## src/hw/rtl/chull_pkg.sv

```systemverilog
package chull_pkg;

	localparam int MAX_POINTS  = 32;
	localparam int CNT_W       = $clog2(MAX_POINTS + 1);
	localparam int IDX_W       = $clog2(MAX_POINTS);
	localparam int STACK_DEPTH = 2 * MAX_POINTS;
	localparam int SADDR_W     = $clog2(STACK_DEPTH);
	localparam int H_W         = $clog2(STACK_DEPTH + 1);

	typedef struct packed {
		logic signed [31:0] x;
		logic signed [31:0] y;
	} point_t;

	typedef struct packed {
		logic ins;
		logic start;
		logic cr1;
		logic cr2;
		logic push;
		logic pop;
		logic fetch;
		logic k_inc;
		logic k_dec;
		logic go_upper;
		logic finish;
		logic rd_emit;
		logic emit;
		logic clear;
	} cmd_t;

	typedef struct packed {
		logic m_zero;
		logic m_ge2;
		logic pop_ok;
		logic nonpos;
		logic upper;
		logic k_last;
		logic k_zero;
		logic out_free;
		logic e_last;
		logic full;
		logic ovf;
	} sts_t;

	function automatic logic pt_less(point_t a, point_t b);
		return (a.x < b.x) || ((a.x == b.x) && (a.y < b.y));
	endfunction

endpackage

```

## src/hw/rtl/chull_ctrl.sv

```systemverilog
module chull_ctrl
	import chull_pkg::*;
(
	input  logic clk,
	input  logic arst_n,
	input  logic point_valid,
	input  logic set_last,
	output logic point_ready,
	input  sts_t sts,
	output cmd_t cmd
);

	typedef enum logic [3:0] {
		S_LOAD, S_START, S_CHECK, S_CR1, S_CR2, S_CR3, S_PUSH, S_POP, S_FETCH,
		S_FINISH, S_ERD, S_EWR, S_DONE
	} state_t;

	state_t state_q;

	assign point_ready = (state_q == S_LOAD);

	always_comb begin
		cmd = '0;
		unique case (state_q)
			S_LOAD:   cmd.ins = point_valid;
			S_START:  cmd.start = !sts.m_zero;
			S_CR1:    cmd.cr1 = 1'b1;
			S_CR2:    cmd.cr2 = 1'b1;
			S_PUSH: begin
				cmd.push = 1'b1;
				if (sts.upper) begin
					cmd.k_dec = !sts.k_zero;
				end else if (sts.k_last) begin
					cmd.go_upper = sts.m_ge2;
				end else begin
					cmd.k_inc = 1'b1;
				end
			end
			S_POP:    cmd.pop = 1'b1;
			S_FETCH:  cmd.fetch = 1'b1;
			S_FINISH: cmd.finish = 1'b1;
			S_ERD:    cmd.rd_emit = 1'b1;
			S_EWR:    cmd.emit = sts.out_free;
			S_DONE:   cmd.clear = 1'b1;
			default:  cmd = '0;
		endcase
	end

	always_ff @(posedge clk or negedge arst_n) begin
		if (!arst_n) begin
			state_q <= S_LOAD;
		end else begin
			unique case (state_q)
				S_LOAD:   if (point_valid && set_last) state_q <= S_START;
				S_START:  state_q <= sts.m_zero ? S_DONE : S_CHECK;
				S_CHECK:  state_q <= sts.pop_ok ? S_CR1 : S_PUSH;
				S_CR1:    state_q <= S_CR2;
				S_CR2:    state_q <= S_CR3;
				S_CR3:    state_q <= sts.nonpos ? S_POP : S_PUSH;
				S_POP:    state_q <= S_FETCH;
				S_FETCH:  state_q <= S_CHECK;
				S_PUSH: begin
					if (sts.upper) begin
						state_q <= sts.k_zero ? S_FINISH : S_CHECK;
					end else if (sts.k_last) begin
						state_q <= sts.m_ge2 ? S_CHECK : S_FINISH;
					end else begin
						state_q <= S_CHECK;
					end
				end
				S_FINISH: state_q <= S_ERD;
				S_ERD:    state_q <= S_EWR;
				S_EWR:    if (sts.out_free) state_q <= sts.e_last ? S_DONE : S_ERD;
				S_DONE:   state_q <= S_LOAD;
				default:  state_q <= S_LOAD;
			endcase
		end
	end

endmodule

```

## config.mk

```make
export PLATFORM = sky130hd
export DESIGN_NAME = chull_ctrl
export DESIGN_NICKNAME = d
export VERILOG_FILES = /design/src/hw/rtl/chull_pkg.sv /design/src/hw/rtl/chull_ctrl.sv
export SDC_FILE = /design/constraint.sdc
export NUM_CORES = 1
export LEC_CHECK = 0
export BUFFER_PORTS_ARGS = -buffer_cell sky130_fd_sc_hd__buf_2
export CAP_MARGIN = 20
export CORE_AREA = 2 2 39 41
export CTS_CLUSTER_SIZE = 16
export DETAILED_ROUTE_END_ITERATION = 12
export DIE_AREA = 0 0 41 43
export GPL_ROUTABILITY_DRIVEN = 0
export GPL_TIMING_DRIVEN = 0
export PLACE_DENSITY = 0.79
export SLEW_MARGIN = 5
export SYNTH_ARGS = -nofsm -noshare
export SYNTH_HDL_FRONTEND = slang
export SYNTH_SLANG_ARGS = --single-unit
```

## constraint.sdc

```tcl
create_clock -name clk -period 1.55 [get_ports clk]
set_clock_uncertainty 0.05 [all_clocks]
set_input_delay 0.2325 -clock clk [delete_from_list [all_inputs] [get_ports clk]]
set_output_delay 0.2325 -clock clk [all_outputs]
set_load 0.005 [all_outputs]
```

[Yosys cells after proc, flatten, opt, wreduce, memory -nomap -nowiden]
Index checks and enable logic that the tools add are counted.
Cells by class
  reductions and logical operators: 5
  multiplexer cells: 28
  equality and inequality tests: 14
Operators by type and width (count)
  $pmux 4 s12: 1
  $mux 4: 7
  $eq 4x4->1 const B: 5
  $mux 1: 17
  $eq 4x3->1 const B: 4
  $mux 3: 3
  $eq 4x2->1 const B: 2
  $eq 4x1->1 const B: 1
  $logic_not 4->1: 1
  $logic_not 1->1: 2
  $ne 2x1->1 const B: 1
  $ne 2x2->1 const B: 1
  $reduce_and 2->1: 1
  $logic_and 1x1->1: 1
Word-level totals
  bits in registers: 4
  logic and storage cells: 48
  output and inout port bits: 15
  input bits: 15

[Logic depth before layout (Yosys ltp)]
  depth in word-level cells: 4
  depth in mapped cells: 5
  gate-level depth less buffers: 4

[Worst setup path after synthesis]
Ideal clock, no wire load.
  kind: reg-to-output
  from: register state_q[3]
  to: output port cmd[5] in the netlist's numbering
  path slack: 0.187 ns
  stages on the path, launching flop included: 4
  buffers on the path: 0
  data required time: 1.267 ns
  data arrival time: 1.080 ns
  cell sequence: dfrtp_1 > nand2b_4 > or2_4 > nor3b_1
RTL lines
  from (decl): line chull_ctrl.sv:18  | state_t state_q;
  from (signal assigned): line chull_ctrl.sv:55  | S_START: state_q <= sts.m_zero ? S_DONE : S_CHECK;
  from (signal assigned): line chull_ctrl.sv:56  | S_CHECK: state_q <= sts.pop_ok ? S_CR1 : S_PUSH;
  from (signal assigned): line chull_ctrl.sv:59  | S_CR3: state_q <= sts.nonpos ? S_POP : S_PUSH;
  to (decl): line chull_ctrl.sv:10  | output cmd_t cmd

==> summary.md <==
| Metric | Value |
|---|---|
| Slew Limit Headroom | `82.5%` |
| Multi-input gate area | `410 sq um` |
| P_leak | `0.439 nW` |
| Clk pin slew, worst setup/hold paths | `40 ps` |
| Post-synth ARST share | `100%` |
| Overflow after GRT | `0` |
| Fin Hold WS | `289 ps` |
| Top-area cell type share of the netlist area | `20.9%` |
| Ant. Diodes | `0` |
| Cells after Synth | `65` |
| Area growth syn-to-layout | `83.6%` |
| Failing checks | `negative setup slack` |
| RSZ-0062 raised after global routing | `true` |
| Crit path DAT | `1350 ps` |
| Clock sink count | `4` |
| #FFs+latches synth | `4` |
| Initial Utilization | `34.6%` |
| F_max | `611 MHz` |
| Core area | `0.00138 sq mm` |
| Crit path max fanout | `4` |
| Final Hold Viols | `0` |
| Post-synth top area cell | `dfrtp_1` |
| Crit path top cell by count | `buf_6` |
| Final ANT Viol Nets | `0` |
| Power density over the cells | `1790 mW/mm^2` |
| Worst path cell trace | `buf_6, buf_6, inv_4, nand2_4, nor4_4, buf_2` |
| # rows | `14` |
| Final Max Tran Viols | `0` |
| Initial antenna violation count | `0` |
| Worst setup slack after layout | `-85.4 ps` |
| Required @ worst endpoint | `1270 ps` |
| Synth top area cells | `dfrtp_1, nor3_1, nand2b_4` |
| NumNets Final | `126` |
| Maximum root-to-sink buffer count | `2` |
| I/O pin count | `30` |
| Vias per inst | `5.37` |
| Placed Cells incl. Taps | `108` |
| Die Y-Extent | `43 microns` |
| Iteration-0 DRC Markers | `18` |
| Reg area | `100 sq um` |
| CP Capture Type | `primary output` |
| CTS Buf Count | `3` |
| Most flop-heavy register | `state_q` |
| Endpoints failing setup | `8` |
| Synth Flop Type | `dfrtp_1` |
| Yosys cell types | `33` |
| Post-synth top cells | `nand2_1, nor3_1, dfrtp_1, nor2_1` |
| Seq/Total Area, Yosys | `20.9%` |
| Final wirelength | `1750 microns` |
| Peak supply drop | `0.764 mV` |
| Max stage delay on crit path | `360 ps` |
| Period utilization | `106%` |
| Vias in the first global route | `611` |
| Root Driver | `clkbuf_4` |
| Pre-antenna DRT Iters | `4` |
| Post-Syn Area | `479 sq um` |
| Htree depth | `1` |
| Largest regs | `state_q x4` |
| CTS tree | `yes` |
| Run status | `finished with violations` |
| DP HPWL | `962 microns` |
| Final std cells w/o fill | `125` |
| Chip Width | `41 microns` |
| EDFF count, synth | `0` |
| Largest net degree at the start of global routing | `11` |
| Max reg flops | `4` |
| Average cell area after synthesis | `7.37 sq um` |
| Measured slew at the worst slew-check pin | `263 ps` |
| Share of cells above drive strength 1 | `61.5%` |
| DRC | `0` |
| IO Port Bufs | `27` |
| DR WL/cell | `14.0 microns` |
| Full die area | `0.00176 sq mm` |
| Via count | `671` |
| # Max-Cap Violations | `0` |
| Crit Path Class | `reg2out` |
| Total routing usage reported by global routing | `20.3%` |
| Ys Warns | `0` |
| Fin crit period | `1640 ps` |
| Slowest CP cell | `dfrtp_1` |
| CP Launch Type | `flip-flop` |
| First-pass GRT wire length | `2530 microns` |
| Syn nets | `80` |
| Fillcell total | `123` |
| Total power | `1.57 mW` |
| Worst Hold Class | `in2async` |
| Skew-Pair Late Insertion Delay | `230 ps` |
## cell usage in the layout, fill, tap and decap left out, types with 3 or more instances in the layout
cell	instances
nor3_2	5
clkbuf_4	3
nand2_1	6
buf_4	13
buf_6	5
nand2b_4	3
a21oi_1	3
buf_2	26
nor2_1	3
dfrtp_1	4
## cells by family (layout without fill, tap and decap cells)
group | Yosys count | count (layout) | synth area share [%]
simple gates | 37 | 37 | 46.7
compound gates | 15 | 15 | 22.2
buf+inv | 9 | 53 | 10.2
flops | 4 | 4 | 20.9
## power breakdown
group / switching, mW / internal (mW) / total (mW)
Sequential: 0.0331 / 0.153 / 0.186
Clock: 0.0403 / 0.0865 / 0.127
Combinational: 0.605 / 0.657 / 1.26
## metal layers
metal / share of wire [%] / track usage (%)
met1: 42 / 25.3
met2: 54 / 35.0
met3: 3.9 / 4.71
met4: 0 / 2.00
met5: 0 / 0
## per-stage QoR
stage          util [%]  setup slack, ps  cell area [sq um]  setup TNS, ps
6_report           63.6            -85.4                880           -253
5_1_grt            63.6             -127                880          -1000
4_1_cts            55.8            -55.0                772           -247
3_5_place_dp       45.8             54.4                634              0
3_3_place_gp       45.8             68.9                634              0
2_1_floorplan         -              187                479              0
## path summary, 6_finish.rpt
check | start | endpoint | slack, ps | cells past startpoint
max | state_q[1] | cmd[12] | -90 | 6
max in group asynchronous | arst_n | state_q[1] | 1040 | 2
min | arst_n | state_q[2] | 290 | 2
min reg2reg | state_q[3] | state_q[3] | 710 | 3
max reg2reg | state_q[2] | state_q[2] | -10 | 7
min in group clk | sts[3] | state_q[0] | 310 | 3
## final cells by class
class	count	area share [%]
multi-input cells	52	46.7
flip-flops and latches	4	11.4
clock buffers	3	2.56
well taps	16	2.28
inverters	4	1.99
plain buffers	5	6.40
repair buffers	41	28.7
## what timing repair did
| action | CTS | global route |
|---|---|---|
| hold endpoints to repair | 4 | 0 |
| hold buffers | 1 | 0 |
| gates resized for setup | 10 | 16 |
| pin swaps | 4 | 5 |
| setup endpoints to repair | 7 | 14 |
| setup buffers | 8 | 5 |
## critical path, delay by kind of cell, from the launching register on
kind,cells,cell delay [ps]
DFF,1,360
buffers and inverters,4,450
and+or+nand+nor,2,310
Note: power is estimated with default switching activity, not from simulation.
